### src/rtl/core/ptt_pkg.sv
// ============================================================================
// ptt_pkg : periodic task timer bank shared definitions
// Sizes, codes, state encoding and the structs passed between the sequencer,
// the task table and the top level.
// ============================================================================
package ptt_pkg;

   localparam int TASKS       = 8;
   localparam int MAX_RESULTS = 8;

   localparam int MODE_W   = 3;
   localparam int ID_W     = 4;
   localparam int TICK_W   = 32;
   localparam int STATUS_W = 2;

   localparam int IDX_W     = (TASKS > 1) ? $clog2(TASKS) : 1;
   localparam int CNT_W     = $clog2(TASKS + 1);
   localparam int DUE_CNT_W = $clog2(MAX_RESULTS + 1);
   localparam int CMP_W     = (CNT_W > ID_W) ? CNT_W : ID_W;

   typedef enum logic [MODE_W-1:0] {
      MODE_TICK    = 3'd0,
      MODE_PASS    = 3'd1,
      MODE_CLEAR   = 3'd2,
      MODE_CREATE  = 3'd3,
      MODE_START   = 3'd4,
      MODE_STOP    = 3'd5,
      MODE_SET_IVL = 3'd6
   } mode_type;

   typedef enum logic [STATUS_W-1:0] {
      STATUS_OK     = 2'd0,
      STATUS_FULL   = 2'd1,
      STATUS_BAD_ID = 2'd2
   } status_type;

   typedef enum logic {
      KIND_STATUS = 1'b0,
      KIND_DUE    = 1'b1
   } kind_type;

   typedef enum logic [1:0] {
      ST_IDLE,
      ST_EXEC,
      ST_SCAN,
      ST_EMIT
   } state_type;

   typedef struct packed {
      logic              clear;
      logic              create;
      logic              start;
      logic              stop;
      logic              set_ivl;
      logic              restamp;
      logic [IDX_W-1:0]  widx;
      logic [IDX_W-1:0]  ridx;
      logic [TICK_W-1:0] ivl;
   } tbl_cmd_type;

   typedef struct packed {
      logic [0:0]          kind;
      logic [STATUS_W-1:0] status;
      logic [ID_W-1:0]     task_number;
      logic [TICK_W-1:0]   tick_now;
      logic                last_of_run;
   } rsp_type;

endpackage

### src/rtl/core/ptt_ifs.sv
// ============================================================================
// ptt_ifs : request and response channels
// Valid/ready channels carrying one command item and one result item.
// ============================================================================
interface ptt_req_if;
   logic                       valid;
   logic                       ready;
   logic [ptt_pkg::MODE_W-1:0] mode;
   logic [ptt_pkg::ID_W-1:0]   task_id;
   logic [ptt_pkg::TICK_W-1:0] interval;

   modport source (output valid, output mode, output task_id, output interval,
                   input ready);
   modport sink   (input valid, input mode, input task_id, input interval,
                   output ready);
endinterface

interface ptt_rsp_if;
   logic                         valid;
   logic                         ready;
   logic                         kind;
   logic [ptt_pkg::STATUS_W-1:0] status;
   logic [ptt_pkg::ID_W-1:0]     task_number;
   logic [ptt_pkg::TICK_W-1:0]   tick_now;
   logic                         last_of_run;

   modport source (output valid, output kind, output status, output task_number,
                   output tick_now, output last_of_run, input ready);
   modport sink   (input valid, input kind, input status, input task_number,
                   input tick_now, input last_of_run, output ready);
endinterface

### src/rtl/core/periodic_task_timer_bank.sv
// ============================================================================
// periodic_task_timer_bank : bank of periodic task timers
// Command-stepped wrapping tick, a small task table and a sequencer that runs
// commands and scheduler passes, reporting status and due-task results.
// ============================================================================
//   channel   dir  handshake      payload
//   req_bus   in   valid/ready    mode, task_id, interval
//   rsp_bus   out  valid/ready    kind, status, task_number, tick_now, last_of_run
//
// Tick and unknown mode: latched in idle, executed in the exec state. Other
// commands: the same, plus any wait in exec for the response register to drain.
// Pass: exec, then one scan step per task in use (one due check each in the shared
// compare unit), then one due result per cycle while rsp_bus is ready.
// Sync reset clears tick, task count and run flags; no clearing pass.
// A response waits in its register while the next request is taken.
module periodic_task_timer_bank (
   input  logic      clock,
   input  logic      reset,
   ptt_req_if.sink   req_bus,
   ptt_rsp_if.source rsp_bus
);

   logic [ptt_pkg::TICK_W-1:0] tick_ff, tick_in;
   logic                       tick_inc;
   logic                       tbl_due;
   ptt_pkg::tbl_cmd_type       tbl_cmd;

   assign tick_in = tick_inc ? tick_ff + ptt_pkg::TICK_W'(1) : tick_ff;

   always_ff @(posedge clock) begin
      if (reset) begin
         tick_ff <= '0;
      end else begin
         tick_ff <= tick_in;
      end
   end

   ptt_table u_table (
      .clock (clock),
      .reset (reset),
      .cmd   (tbl_cmd),
      .tick  (tick_ff),
      .due   (tbl_due)
   );

   ptt_ctrl u_ctrl (
      .clock    (clock),
      .reset    (reset),
      .req_bus  (req_bus),
      .rsp_bus  (rsp_bus),
      .tick     (tick_ff),
      .tbl_due  (tbl_due),
      .tbl_cmd  (tbl_cmd),
      .tick_inc (tick_inc)
   );

endmodule

### src/rtl/core/ptt_table.sv
// ============================================================================
// ptt_table : task table and due check
// Per-task period, last-run stamp and run flag, with the shared subtract and
// compare unit that tests one task per cycle.
// ============================================================================
module ptt_table (
   input  logic                        clock,
   input  logic                        reset,
   input  ptt_pkg::tbl_cmd_type        cmd,
   input  logic [ptt_pkg::TICK_W-1:0]  tick,
   output logic                        due
);

   logic [ptt_pkg::TICK_W-1:0] period_ff [ptt_pkg::TASKS];
   logic [ptt_pkg::TICK_W-1:0] last_ff   [ptt_pkg::TASKS];
   logic [ptt_pkg::TASKS-1:0]  run_ff;
   logic [ptt_pkg::TASKS-1:0]  run_in;
   logic [ptt_pkg::TICK_W-1:0] elapsed;

   always_comb begin
      run_in = run_ff;
      if (cmd.clear) begin
         run_in = '0;
      end else if (cmd.create || cmd.stop) begin
         run_in[cmd.widx] = 1'b0;
      end else if (cmd.start) begin
         run_in[cmd.widx] = 1'b1;
      end
   end

   always_ff @(posedge clock) begin
      if (reset) begin
         run_ff <= '0;
      end else begin
         run_ff <= run_in;
      end
   end

   always_ff @(posedge clock) begin
      if (cmd.create || cmd.set_ivl) begin
         period_ff[cmd.widx] <= cmd.ivl;
      end
      if (cmd.create) begin
         last_ff[cmd.widx] <= '0;
      end else if (cmd.start || cmd.restamp) begin
         last_ff[cmd.widx] <= tick;
      end
   end

   // elapsed time wraps modulo 2^32
   assign elapsed = tick - last_ff[cmd.ridx];
   assign due     = run_ff[cmd.ridx] && (elapsed >= period_ff[cmd.ridx]);

endmodule

### src/rtl/core/ptt_ctrl.sv
// ============================================================================
// ptt_ctrl : command sequencer
// Latches one request, runs commands and the task scan against the table,
// and loads results into the response register.
// ============================================================================
module ptt_ctrl (
   input  logic                        clock,
   input  logic                        reset,
   ptt_req_if.sink                     req_bus,
   ptt_rsp_if.source                   rsp_bus,
   input  logic [ptt_pkg::TICK_W-1:0]  tick,
   input  logic                        tbl_due,
   output ptt_pkg::tbl_cmd_type        tbl_cmd,
   output logic                        tick_inc
);

   ptt_pkg::state_type                 state_ff, state_in;
   logic [ptt_pkg::MODE_W-1:0]         mode_ff;
   logic [ptt_pkg::ID_W-1:0]           id_ff;
   logic [ptt_pkg::TICK_W-1:0]         ivl_ff;
   logic [ptt_pkg::CNT_W-1:0]          tasks_ff, tasks_in;
   logic [ptt_pkg::IDX_W-1:0]          idx_ff, idx_in;
   logic [ptt_pkg::TASKS-1:0]          mask_ff, mask_in;
   logic [ptt_pkg::DUE_CNT_W-1:0]      cnt_ff, cnt_in;
   ptt_pkg::rsp_type                   rsp_ff, rsp_in;
   logic                               rsp_valid_ff;
   logic                               rsp_load;

   logic                               req_fire;
   logic                               out_free;
   logic                               id_ok;
   logic                               full;
   logic                               scan_end;
   logic                               due_hit;
   logic [ptt_pkg::TASKS-1:0]          mask_next;
   logic [ptt_pkg::TASKS-1:0]          low_bit;
   logic [ptt_pkg::TASKS-1:0]          rest;
   logic [ptt_pkg::IDX_W-1:0]          emit_idx;

   assign req_fire = req_bus.valid && req_bus.ready;
   assign out_free = !rsp_valid_ff || rsp_bus.ready;
   assign id_ok    = ptt_pkg::CMP_W'(id_ff) < ptt_pkg::CMP_W'(tasks_ff);
   assign full     = tasks_ff == ptt_pkg::CNT_W'(ptt_pkg::TASKS);
   assign scan_end = (ptt_pkg::CNT_W'(idx_ff) + ptt_pkg::CNT_W'(1)) == tasks_ff;
   assign due_hit  = tbl_due && (cnt_ff != ptt_pkg::DUE_CNT_W'(ptt_pkg::MAX_RESULTS));
   assign mask_next = due_hit ? (mask_ff | (ptt_pkg::TASKS'(1) << idx_ff)) : mask_ff;
   assign low_bit  = mask_ff & (~mask_ff + ptt_pkg::TASKS'(1));
   assign rest     = mask_ff & ~low_bit;

   always_comb begin
      emit_idx = '0;
      for (int j = 0; j < ptt_pkg::TASKS; j++) begin
         if (low_bit[j]) begin
            emit_idx = emit_idx | ptt_pkg::IDX_W'(j);
         end
      end
   end

   // next state
   always_comb begin
      state_in = state_ff;
      unique case (state_ff)
         ptt_pkg::ST_IDLE: begin
            if (req_fire) begin
               state_in = ptt_pkg::ST_EXEC;
            end
         end
         ptt_pkg::ST_EXEC: begin
            unique case (mode_ff)
               ptt_pkg::MODE_TICK: state_in = ptt_pkg::ST_IDLE;
               ptt_pkg::MODE_PASS: begin
                  state_in = (tasks_ff == '0) ? ptt_pkg::ST_IDLE : ptt_pkg::ST_SCAN;
               end
               ptt_pkg::MODE_CLEAR, ptt_pkg::MODE_CREATE, ptt_pkg::MODE_START,
               ptt_pkg::MODE_STOP, ptt_pkg::MODE_SET_IVL: begin
                  if (out_free) begin
                     state_in = ptt_pkg::ST_IDLE;
                  end
               end
               default: state_in = ptt_pkg::ST_IDLE;
            endcase
         end
         ptt_pkg::ST_SCAN: begin
            if (scan_end) begin
               state_in = (mask_next != '0) ? ptt_pkg::ST_EMIT : ptt_pkg::ST_IDLE;
            end
         end
         ptt_pkg::ST_EMIT: begin
            if (out_free && rest == '0) begin
               state_in = ptt_pkg::ST_IDLE;
            end
         end
         default: state_in = ptt_pkg::ST_IDLE;
      endcase
   end

   // datapath and table control
   always_comb begin
      tbl_cmd      = '0;
      tbl_cmd.ridx = idx_ff;
      tbl_cmd.ivl  = ivl_ff;
      tick_inc     = 1'b0;
      tasks_in     = tasks_ff;
      idx_in       = idx_ff;
      mask_in      = mask_ff;
      cnt_in       = cnt_ff;
      rsp_load     = 1'b0;
      rsp_in.kind        = ptt_pkg::KIND_STATUS;
      rsp_in.status      = ptt_pkg::STATUS_OK;
      rsp_in.task_number = '0;
      rsp_in.tick_now    = tick;
      rsp_in.last_of_run = 1'b1;
      unique case (state_ff)
         ptt_pkg::ST_IDLE: begin
            if (req_fire) begin
               idx_in  = '0;
               mask_in = '0;
               cnt_in  = '0;
            end
         end
         ptt_pkg::ST_EXEC: begin
            unique case (mode_ff)
               ptt_pkg::MODE_TICK: tick_inc = 1'b1;
               ptt_pkg::MODE_CLEAR: begin
                  if (out_free) begin
                     rsp_load      = 1'b1;
                     tbl_cmd.clear = 1'b1;
                     tasks_in      = '0;
                  end
               end
               ptt_pkg::MODE_CREATE: begin
                  if (out_free) begin
                     rsp_load = 1'b1;
                     if (full) begin
                        rsp_in.status = ptt_pkg::STATUS_FULL;
                     end else begin
                        tbl_cmd.create     = 1'b1;
                        tbl_cmd.widx       = tasks_ff[ptt_pkg::IDX_W-1:0];
                        tasks_in           = tasks_ff + ptt_pkg::CNT_W'(1);
                        rsp_in.task_number = ptt_pkg::ID_W'(tasks_ff);
                     end
                  end
               end
               ptt_pkg::MODE_START, ptt_pkg::MODE_STOP, ptt_pkg::MODE_SET_IVL: begin
                  if (out_free) begin
                     rsp_load           = 1'b1;
                     rsp_in.task_number = id_ff;
                     if (!id_ok) begin
                        rsp_in.status = ptt_pkg::STATUS_BAD_ID;
                     end else begin
                        tbl_cmd.widx    = id_ff[ptt_pkg::IDX_W-1:0];
                        tbl_cmd.start   = mode_ff == ptt_pkg::MODE_START;
                        tbl_cmd.stop    = mode_ff == ptt_pkg::MODE_STOP;
                        tbl_cmd.set_ivl = mode_ff == ptt_pkg::MODE_SET_IVL;
                     end
                  end
               end
               default: ;
            endcase
         end
         ptt_pkg::ST_SCAN: begin
            tbl_cmd.restamp = due_hit;
            tbl_cmd.widx    = idx_ff;
            mask_in         = mask_next;
            cnt_in          = cnt_ff + ptt_pkg::DUE_CNT_W'(due_hit);
            idx_in          = idx_ff + ptt_pkg::IDX_W'(1);
         end
         ptt_pkg::ST_EMIT: begin
            if (out_free) begin
               rsp_load           = 1'b1;
               rsp_in.kind        = ptt_pkg::KIND_DUE;
               rsp_in.task_number = ptt_pkg::ID_W'(emit_idx);
               rsp_in.last_of_run = rest == '0;
               mask_in            = rest;
            end
         end
         default: ;
      endcase
   end

   always_ff @(posedge clock) begin
      if (reset) begin
         state_ff     <= ptt_pkg::ST_IDLE;
         tasks_ff     <= '0;
         idx_ff       <= '0;
         mask_ff      <= '0;
         cnt_ff       <= '0;
         rsp_valid_ff <= 1'b0;
      end else begin
         state_ff <= state_in;
         tasks_ff <= tasks_in;
         idx_ff   <= idx_in;
         mask_ff  <= mask_in;
         cnt_ff   <= cnt_in;
         if (rsp_load) begin
            rsp_valid_ff <= 1'b1;
         end else if (rsp_bus.ready) begin
            rsp_valid_ff <= 1'b0;
         end
      end
   end

   always_ff @(posedge clock) begin
      if (req_fire) begin
         mode_ff <= req_bus.mode;
         id_ff   <= req_bus.task_id;
         ivl_ff  <= req_bus.interval;
      end
      if (rsp_load) begin
         rsp_ff <= rsp_in;
      end
   end

   assign req_bus.ready       = state_ff == ptt_pkg::ST_IDLE;
   assign rsp_bus.valid       = rsp_valid_ff;
   assign rsp_bus.kind        = rsp_ff.kind;
   assign rsp_bus.status      = rsp_ff.status;
   assign rsp_bus.task_number = rsp_ff.task_number;
   assign rsp_bus.tick_now    = rsp_ff.tick_now;
   assign rsp_bus.last_of_run = rsp_ff.last_of_run;

   a_tasks_bound: assert property (@(posedge clock) disable iff (reset)
      ptt_pkg::CMP_W'(tasks_ff) <= ptt_pkg::CMP_W'(ptt_pkg::TASKS))
      else $error("task count above table size");

   a_emit_nonempty: assert property (@(posedge clock) disable iff (reset)
      state_ff == ptt_pkg::ST_EMIT |-> mask_ff != '0)
      else $error("emit with no due task pending");

   a_due_cap: assert property (@(posedge clock) disable iff (reset)
      $countones(mask_ff) <= ptt_pkg::MAX_RESULTS)
      else $error("due tasks above per-pass limit");

   a_status_done: assert property (@(posedge clock) disable iff (reset)
      (rsp_load && rsp_in.kind == ptt_pkg::KIND_STATUS) |=> state_ff == ptt_pkg::ST_IDLE)
      else $error("sequencer busy after status result");

endmodule
### src/flat_wrapper.sv
// flat-port wrapper written by rule: the top's interface ports become plain ports
module periodic_task_timer_bank_flat 
  (clock, reset, req_bus_valid, req_bus_mode, req_bus_task_id, req_bus_interval, req_bus_ready, rsp_bus_valid, rsp_bus_kind, rsp_bus_status, rsp_bus_task_number, rsp_bus_tick_now, rsp_bus_last_of_run, rsp_bus_ready);
  ptt_req_if req_bus_i ();
  ptt_rsp_if rsp_bus_i ();
  input  logic clock;
  input  logic reset;
  input wire logic [$bits(req_bus_i.valid)-1:0] req_bus_valid;
  input wire logic [$bits(req_bus_i.mode)-1:0] req_bus_mode;
  input wire logic [$bits(req_bus_i.task_id)-1:0] req_bus_task_id;
  input wire logic [$bits(req_bus_i.interval)-1:0] req_bus_interval;
  output wire logic [$bits(req_bus_i.ready)-1:0] req_bus_ready;
  output wire logic [$bits(rsp_bus_i.valid)-1:0] rsp_bus_valid;
  output wire logic [$bits(rsp_bus_i.kind)-1:0] rsp_bus_kind;
  output wire logic [$bits(rsp_bus_i.status)-1:0] rsp_bus_status;
  output wire logic [$bits(rsp_bus_i.task_number)-1:0] rsp_bus_task_number;
  output wire logic [$bits(rsp_bus_i.tick_now)-1:0] rsp_bus_tick_now;
  output wire logic [$bits(rsp_bus_i.last_of_run)-1:0] rsp_bus_last_of_run;
  input wire logic [$bits(rsp_bus_i.ready)-1:0] rsp_bus_ready;
  assign req_bus_i.valid = req_bus_valid;
  assign req_bus_i.mode = req_bus_mode;
  assign req_bus_i.task_id = req_bus_task_id;
  assign req_bus_i.interval = req_bus_interval;
  assign req_bus_ready = req_bus_i.ready;
  assign rsp_bus_valid = rsp_bus_i.valid;
  assign rsp_bus_kind = rsp_bus_i.kind;
  assign rsp_bus_status = rsp_bus_i.status;
  assign rsp_bus_task_number = rsp_bus_i.task_number;
  assign rsp_bus_tick_now = rsp_bus_i.tick_now;
  assign rsp_bus_last_of_run = rsp_bus_i.last_of_run;
  assign rsp_bus_i.ready = rsp_bus_ready;
  periodic_task_timer_bank u_core (.clock(clock), .reset(reset), .req_bus(req_bus_i), .rsp_bus(rsp_bus_i));
endmodule
### config.mk
export PLATFORM = sky130hd
export DESIGN_NAME = periodic_task_timer_bank_flat
export DESIGN_NICKNAME = d
export VERILOG_FILES = /design/src/rtl/core/ptt_pkg.sv /design/src/rtl/core/ptt_ifs.sv /design/src/rtl/core/periodic_task_timer_bank.sv /design/src/rtl/core/ptt_table.sv /design/src/rtl/core/ptt_ctrl.sv /design/src/flat_wrapper.sv
export SDC_FILE = /design/constraint.sdc
export NUM_CORES = 1
export LEC_CHECK = 0
export ABC_AREA = 1
export BUFFER_PORTS_ARGS = -buffer_cell sky130_fd_sc_hd__buf_2
export CORE_MARGIN = 2
export CORE_UTILIZATION = 28
export DETAILED_ROUTE_END_ITERATION = 7
export SYNTH_ARGS = -nofsm -noshare
export SYNTH_HDL_FRONTEND = slang
export SYNTH_HIERARCHICAL = 1
export SYNTH_SLANG_ARGS = --single-unit
### constraint.sdc
create_clock -name clock -period 9.9 [get_ports clock]
set_input_delay 0.495 -clock clock [delete_from_list [all_inputs] [get_ports clock]]
set_output_delay 0.495 -clock clock [all_outputs]
set_load 0.005 [all_outputs]
==> results of run 1 <==
through the flow:
step                      instance area [µm²]  std cells  hold WS (ps)
after floorplan                         29300       2689           437
after global placement                  31100       4071           463
after detailed placement                31100       4071           457
after CTS                               33300       4196          16.6
after global routing                    33300       4196          21.0
final                                   33300       4196          49.6
cell usage in the layout, fill, tap and decap left out, types with 5 or more instances in the layout:
| cell | synthesis | final |
|---|---|---|
| a211oi_1 | 6 | 6 |
| nand4_1 | 18 | 18 |
| nand2_2 | 14 | 15 |
| edfxtp_1 | 591 | 591 |
| nor2_4 | 10 | 25 |
| a21oi_1 | 87 | 87 |
| ha_1 | 82 | 82 |
| o221ai_1 | 61 | 61 |
| nand3_1 | 75 | 75 |
| inv_2 | 8 | 8 |
| buf_2 | 27 | 84 |
| o21ai_0 | 173 | 173 |
| dfxtp_1 | 62 | 59 |
| nand3b_1 | 5 | 5 |
| o21ai_1 | 184 | 184 |
| nor2_1 | 436 | 421 |
| nor2_2 | 15 | 15 |
| nor3_1 | 25 | 23 |
| clkinv_1 | 1 | 10 |
| buf_4 | 8 | 29 |
| o22ai_1 | 65 | 65 |
| clkbuf_16 | 0 | 71 |
| xor2_1 | 19 | 19 |
| o21bai_1 | 7 | 6 |
| inv_1 | 222 | 221 |
| clkbuf_1 | 48 | 15 |
| clkinv_2 | 0 | 13 |
| nand2_1 | 372 | 371 |
| a31oi_1 | 7 | 7 |
cell type report:
cell class | count | area share (%)
flip-flops and latches | 653 | 57.0
multi-input cells | 1692 | 26.6
clock buffers | 90 | 5.66
well taps | 1380 | 5.18
inverters | 233 | 2.66
repair buffers | 113 | 1.91
clock inverters | 35 | 0.968
Yosys cell counts, types with 5 or more instances:
cell,count,area [µm²]
o21bai_1,7,52.6
a31oi_1,7,43.8
nor3_1,25,125
buf_4,8,60.1
edfxtp_1,591,17700
nand3_1,75,375
dfxtp_1,62,1240
inv_1,222,833
a211oi_1,6,45.0
nor2_1,436,1640
nand3b_1,5,37.5
clkbuf_1,48,180
buf_2,27,135
nand2_2,14,87.6
o221ai_1,61,534
ha_1,82,1030
a21oi_1,87,435
nand4_1,18,113
nor2_4,10,113
xor2_1,19,166
o21ai_0,173,866
nor2_2,15,93.8
o21ai_1,184,921
buf_6,25,282
o22ai_1,65,407
nand2_1,372,1400
inv_2,8,30.0
power by group through the flow:
stage	Combinational, mW	Sequential [mW]	Clock (mW)
global placement	0.123	3.11	0
global route	0.137	3.05	2.69
detailed placement	0.123	3.11	0
CTS	0.124	3.05	2.59
floorplan	0.0669	3.10	0
finish	0.122	3.05	2.53
final timing paths:
| path | slack (ps) | to |
|---|---|---|
| worst max-delay path | 2310 | u_core/u_table/last_ff[6][11] |
| worst min-delay path | 50 | u_core/u_ctrl/ivl_ff[5] |
| worst max register to register | 2310 | u_core/u_table/last_ff[6][11] |
| worst min register to register | 480 | flop |
cells by family after synthesis:
group | after synthesis | share of synthesized area, %
AO/OA/AOI/OAI | 602 | 11.6
XOR/XNOR | 23 | 0.687
adder cells (fa/ha/maj) | 83 | 3.57
AND/OR/NAND/NOR | 984 | 14.0
flip-flops | 653 | 64.8
buffers and inverters | 344 | 5.33
critical path, delay by kind of cell (launching register included):
kind	cells	cell delay [ps]
xor+xnor	1	350
fa+ha+maj	3	810
compound gates	3	900
flops	1	910
simple gates	18	2310
buf+inv	5	1830
routing by layer:
metal / track usage [%] / share of wire (%)
met1: 20.0 / 46
met2: 22.6 / 46
met3: 2.26 / 5.9
met4: 4.19 / 2.5
met5: 0 / 0.047
registers in the layout, indices dropped and copies added, names as in the netlist, named ones only:
signal	flops
u_core/u_ctrl/rsp_bus.valid	1
u_core/u_ctrl/rsp_bus.task_number	4
u_core/u_table/last_ff	256
u_core/u_ctrl/tasks_ff	4
u_core/u_ctrl/rsp_bus.status	2
u_core/u_table/period_ff	256
u_core/u_ctrl/state_ff	2
u_core/tick_ff	32
u_core/u_ctrl/id_ff	4
u_core/u_ctrl/idx_ff	3
u_core/u_ctrl/mode_ff	3
u_core/u_ctrl/cnt_ff	4
u_core/u_ctrl/rsp_bus.kind	1
u_core/u_ctrl/rsp_bus.tick_now	32
u_core/u_ctrl/rsp_bus.last_of_run	1
u_core/u_ctrl/mask_ff	8
u_core/u_ctrl/ivl_ff	32
==> reports/qor.csv, run 1 <==
stage,metric,value,unit
worst_setup_path,critPathMaxStageDelay,910,ps
yosys,synthCells,2689,
drt,drt-vias-per-instance,4.80,
floorplanning,rows,118,
finish,finalNetCount,2888,
timing,timing.fmax,132,MHz
clocking,cts_max_level,3,
yosys,ys_seq_elements,653,
global_route,grt_overflow_total,0,
timing,setup-tns-final,0,ps
placement,place.gp.congestion,0.953,
drt,drc,0,
yosys,syn-num-nets,2815,
drt,drtAntennaViolNets,0,
min_path,holdCritPathClass,input port to flop,
timing,setup_viol,0,
pwr,p_int,4.50,mW
min_path,holdPathStages,1,
clocking,ctsResizeCount,0,
pwr,power_frac_comb,2.1,%
clocking,clock_sinks,653,
global_route,grt_pass1_vias,18900,
worst_setup_path,worstSetupPathType,flop to flop,
clocking,cts_hold_buffers,0,
global_route,grt_pass1_wl,117000,µm
pwr,ir_worst_vdd,0.109,mV
yosys,yosysSeqAreaShare,64.8,%
floorplanning,die_w,327,µm
status,outcome,"complete, no violations",
drt,wl_per_cell,18.6,µm
finish,synthToLayoutAreaGrowth,13.8,%
timing,final_hold_viol_count,0,
timing,period_needed,7590,ps
finish,multi_input_area,8890,µm²
worst_setup_path,worstRegToRegCells,30,
worst_setup_path,setup.worst_path.start,u_core/u_ctrl/idx_ff[1],
clocking,clk_path_buf_depth,3,
worst_setup_path,startpoint_type,flop,
yosys,synth_top_flop_cell,edfxtp_1,
drt,vias,20200,
clocking,post_cts_buffers,0,
worst_setup_path,critPathCaptureType,flop,
finish,drive_above_1_share,10.5,%
placement,numPortBuffers,84,
yosys,avgSynthCellArea,10.9,µm²
finish,final_util,32.2,%
clocking,insertion_delay,630,ps
pwr,power_density,171,nW/µm²
timing,slew_viol_final,0,
worst_setup_path,r2r_start,u_core/u_ctrl/idx_ff[1],
clocking,cts_tree,built,
timing,maxSlewHeadroom,13.8,%
finish,nFillCells,10500,
pwr,p_total,5.70,mW
yosys,yosysWarningCount,6,
timing,finalCritPeriodShare,76.6,%
worst_setup_path,arrival,7870,ps
pwr,seq_power_share,53.5,%
worst_setup_path,required,10180,ps
pwr,p_leak,11.8,nW
pwr,p_sw_share,21.0,%
drt,routed_wl,78200,µm
placement,dp_hpwl,48700,µm
global_route,grt_max_degree,130,
global_route,grt_use_total,14.2,%
drt,firstDrtPassIters,5,
clocking,root_buffer,clkbuf_16,
global_route,grt_antenna_before_repair,5,
min_path,hp-start,req_bus_interval[5],
floorplanning,io_pins,85,
run,drv_cap,0,
pwr,p_switching,1.20,mW
floorplanning,initial_core_util,28.3,%
yosys,synth_edf_count,591,
worst_setup_path,slowest_stage,dfxtp_4,
placement,pre_cts_slack,2390,ps
yosys,synth_area,29300,µm²
finish,ff_latch_area,19000,µm²
drt,first_iter_violations,1967,
finish,antenna_cells,0,
yosys,async_flop_share,0,%
floorplanning,die_h,327,µm
clocking,cts_inserted_buffers,69,
pwr,p_clk_share,44.4,%
worst_setup_path,crit_fanout,77,
floorplanning,core-area,104000,µm²
yosys,synth_cell_type_count,52,
timing,worst_slack,2310,ps
worst_setup_path,crit_path_frequent_cell,nand2_1,
timing,rsz0062_at_grt,false,
timing,skew,34.2,ps
floorplanning,fp.dieArea,107000,µm²
timing,tightest_slew,1290,ps
clocking,clk_pin_slew_worst_paths,60,ps
Power figures use the tool's default switching activity.
==> run 2, diff against run 1 <==
clock period = 6.1 ns   (was 9.9 ns; I/O delays follow)
==> run 2 against run 1 <==
Against the previous run: routed wire length fell by 0.14%; clock power rose by 79%; count of clock-buffer cells in the layout fell by 1; largest cell class unchanged; flip-flop and latch count did not move; final area rose by 3.4%; largest power group unchanged.
==> reports/qor.csv, run 2 (synthesized netlist as in run 1, its figures left out) <==
stage,metric,value,unit,change
drt,wl_per_cell,18.2,µm,was 18.6 µm
global_route,grt_pass1_vias,19600,,was 18900
global_route,grt_antenna_before_repair,2,,was 5
worst_setup_path,slowest_stage,dfxtp_4,,unchanged
finish,final_util,33.3,%,was 32.2%
drt,vias,20600,,was 20200
global_route,grt_max_degree,138,,was 130
worst_setup_path,worstSetupPathType,flop to flop,,unchanged
min_path,min_to,u_core/u_ctrl/ivl_ff[2],,was u_core/u_ctrl/ivl_ff[5]
timing,finalCritPeriodShare,91.4,%,was 76.6%
drt,drc,0,,unchanged
floorplanning,core-area,104000,µm²,unchanged
floorplanning,initial_core_util,28.3,%,unchanged
worst_setup_path,r2r_setup_slack,520,ps,was 2310 ps
pwr,p_clk_share,46.7,%,was 44.4%
worst_setup_path,crit_fanout,54,,was 77
worst_setup_path,critPathMaxStageDelay,400,ps,was 910 ps
clocking,post_cts_buffers,0,,unchanged
pwr,power_density,281,nW/µm²,was 171 nW/µm²
status,outcome,"complete, no violations",,unchanged
drt,routed_wl,78100,µm,was 78200 µm
min_path,holdCritPathClass,input port to flop,,unchanged
clocking,cts_tree,built,,unchanged
floorplanning,io_pins,85,,unchanged
clocking,root_buffer,clkbuf_16,,unchanged
clocking,insertion_delay,650,ps,was 630 ps
worst_setup_path,r2r_start,u_core/u_ctrl/idx_ff[0],,was u_core/u_ctrl/idx_ff[1]
timing,setup_viol,0,,unchanged
timing,final_hold_viol_count,0,,unchanged
timing,timing.fmax,179,MHz,was 132 MHz
floorplanning,die_w,327,µm,unchanged
finish,largestRegisters,"u_core/u_table/last_ff x256, u_core/u_table/period_ff x256",,unchanged
drt,firstDrtPassIters,5,,unchanged
pwr,p_int,7.63,mW,was 4.50 mW
placement,numPortBuffers,84,,unchanged
floorplanning,die_h,327,µm,unchanged
drt,drtAntennaViolNets,0,,unchanged
pwr,seq_power_share,51.0,%,was 53.5%
clocking,clk_pin_slew_worst_paths,60,ps,about the same
timing,maxSlewHeadroom,14.6,%,was 13.8%
placement,placed_cells,4105,,was 4071
clocking,clock_sinks,653,,unchanged
finish,antenna_cells,0,,unchanged
finish,nFillCells,10400,,was 10500
worst_setup_path,critPathCaptureType,flop,,unchanged
run,drv_cap,0,,unchanged
timing,skew,40.2,ps,was 34.2 ps
pwr,p_switching,2.07,mW,was 1.20 mW
finish,synthToLayoutAreaGrowth,17.6,%,was 13.8%
pwr,p_leak,12.3,nW,was 11.8 nW
clocking,clk_path_buf_depth,3,,unchanged
worst_setup_path,arrival,5870,ps,was 7870 ps
worst_setup_path,worstRegToRegCells,30,,unchanged
worst_setup_path,crit_path_frequent_cell,nand2_1,,unchanged
placement,place.gp.congestion,0.898,,was 0.953
timing,hold_slack,39.4,ps,was 49.6 ps
floorplanning,fp.dieArea,107000,µm²,unchanged
min_path,holdPathStages,1,,unchanged
drt,first_iter_violations,2053,,was 1967
timing,setup-tns-final,0,ps,unchanged
worst_setup_path,r2r_end,u_core/u_table/last_ff[1][7],,was u_core/u_table/last_ff[6][11]
min_path,hp-start,req_bus_interval[2],,was req_bus_interval[5]
worst_setup_path,required,6400,ps,was 10180 ps
timing,slew_viol_final,0,,unchanged
drt,drt-vias-per-instance,4.82,,was 4.80
pwr,power_frac_comb,2.3,%,was 2.1%
placement,dp_hpwl,49000,µm,was 48700 µm
finish,drive_above_1_share,11.8,%,was 10.5%
global_route,grt_use_total,14.2,%,about the same
clocking,cts_inserted_buffers,74,,was 69
worst_setup_path,startpoint_type,flop,,unchanged
timing,period_needed,5580,ps,was 7590 ps
pwr,p_sw_share,21.3,%,was 21.0%
pwr,ir_worst_vdd,0.193,mV,was 0.109 mV
clocking,cts_max_level,3,,unchanged
floorplanning,rows,118,,unchanged
finish,most-common-layout-cells,"591 x edfxtp_1, 420 x nor2_1, 371 x nand2_1, 221 x inv_1, 184 x o21ai_1",,"was 591 x edfxtp_1, 421 x nor2_1, 371 x nand2_1, 221 x inv_1, 184 x o21ai_1"
finish,layout_commonest_cell,edfxtp_1,,unchanged
global_route,grt_overflow_total,0,,unchanged
finish,finalNetCount,2965,,was 2888
global_route,grt_pass1_wl,118000,µm,was 117000 µm
timing,tightest_slew,1270,ps,was 1290 ps
timing,rsz0062_at_grt,false,,unchanged
finish,fin_cells,4280,,was 4196
[run 2: how the worst max path moves through the flow]
stage | startpoint | cells past startpoint | slack, ps | end
2_1_floorplan | u_core/u_ctrl/idx_ff[0] | 31 | 290 | u_core/u_table/last_ff[0][0]
4_1_cts | u_core/u_ctrl/idx_ff[0] | 30 | 550 | u_core/u_table/last_ff[1][11]
3_5_place_dp | u_core/u_ctrl/idx_ff[0] | 29 | 600 | u_core/u_table/last_ff[5][24]
5_1_grt | u_core/u_ctrl/idx_ff[0] | 27 | 30 | u_core/u_table/last_ff[1][7]
6_report | u_core/u_ctrl/idx_ff[0] | 30 | 520 | u_core/u_table/last_ff[1][7]
3_3_place_gp | u_core/u_ctrl/idx_ff[0] | 25 | 610 | u_core/u_table/last_ff[2][11]
[run 2: stage by stage]
stage	power [mW]	instance area, µm²	setup WS [ps]
global route	10.0	34500	34.6
finish	9.70	34500	525
detailed placement	5.24	31600	598
CTS	9.80	34400	552
global placement	5.24	31600	606
floorplan	5.13	29300	290
[run 2: worst max-delay path, delay by kind of cell, from the launching register on]
| family | cells | cell delay, ps |
|---|---|---|
| XOR/XNOR | 1 | 170 |
| adder cells (fa/ha/maj) | 3 | 880 |
| buffers and inverters | 4 | 900 |
| AO/OA/AOI/OAI | 3 | 590 |
| AND/OR/NAND/NOR | 19 | 2250 |
| flip-flops | 1 | 400 |
[run 2: power by group through the flow]
stage / combinational, mW / sequential, mW / clock [mW]
floorplan: 0.109 / 5.02 / 0
global placement: 0.208 / 5.04 / 0
detailed placement: 0.208 / 5.04 / 0
CTS: 0.228 / 4.94 / 4.63
global route: 0.250 / 4.95 / 4.82
finish: 0.227 / 4.94 / 4.53
[run 2: cell type report]
| class | instances | area [µm²] | area share (%) |
|---|---|---|---|
| inverter | 233 | 887 | 2.57 |
| sequential | 653 | 19000 | 55.1 |
| clock buffer | 89 | 1940 | 5.62 |
| tap | 1380 | 1730 | 5.01 |
| timing repair buffer | 184 | 1430 | 4.14 |
| clock inverter | 48 | 581 | 1.68 |
| multi-input combinational | 1693 | 8910 | 25.9 |
[run 2: timing repair]
action	4_1_cts	5_1_grt
endpoints found under the setup margin	0	256
hold buffers	37	0
endpoints found under the hold margin	37	0
resized for setup	0	3
[run 2: layer usage]
metal	vias up	wire length [µm]	track usage (%)
met5	-	0	0
met3	108	5680	2.51
met1	10000	35700	20.3
met2	716	35300	22.4
li1	9805	-	-
met4	0	1300	3.27
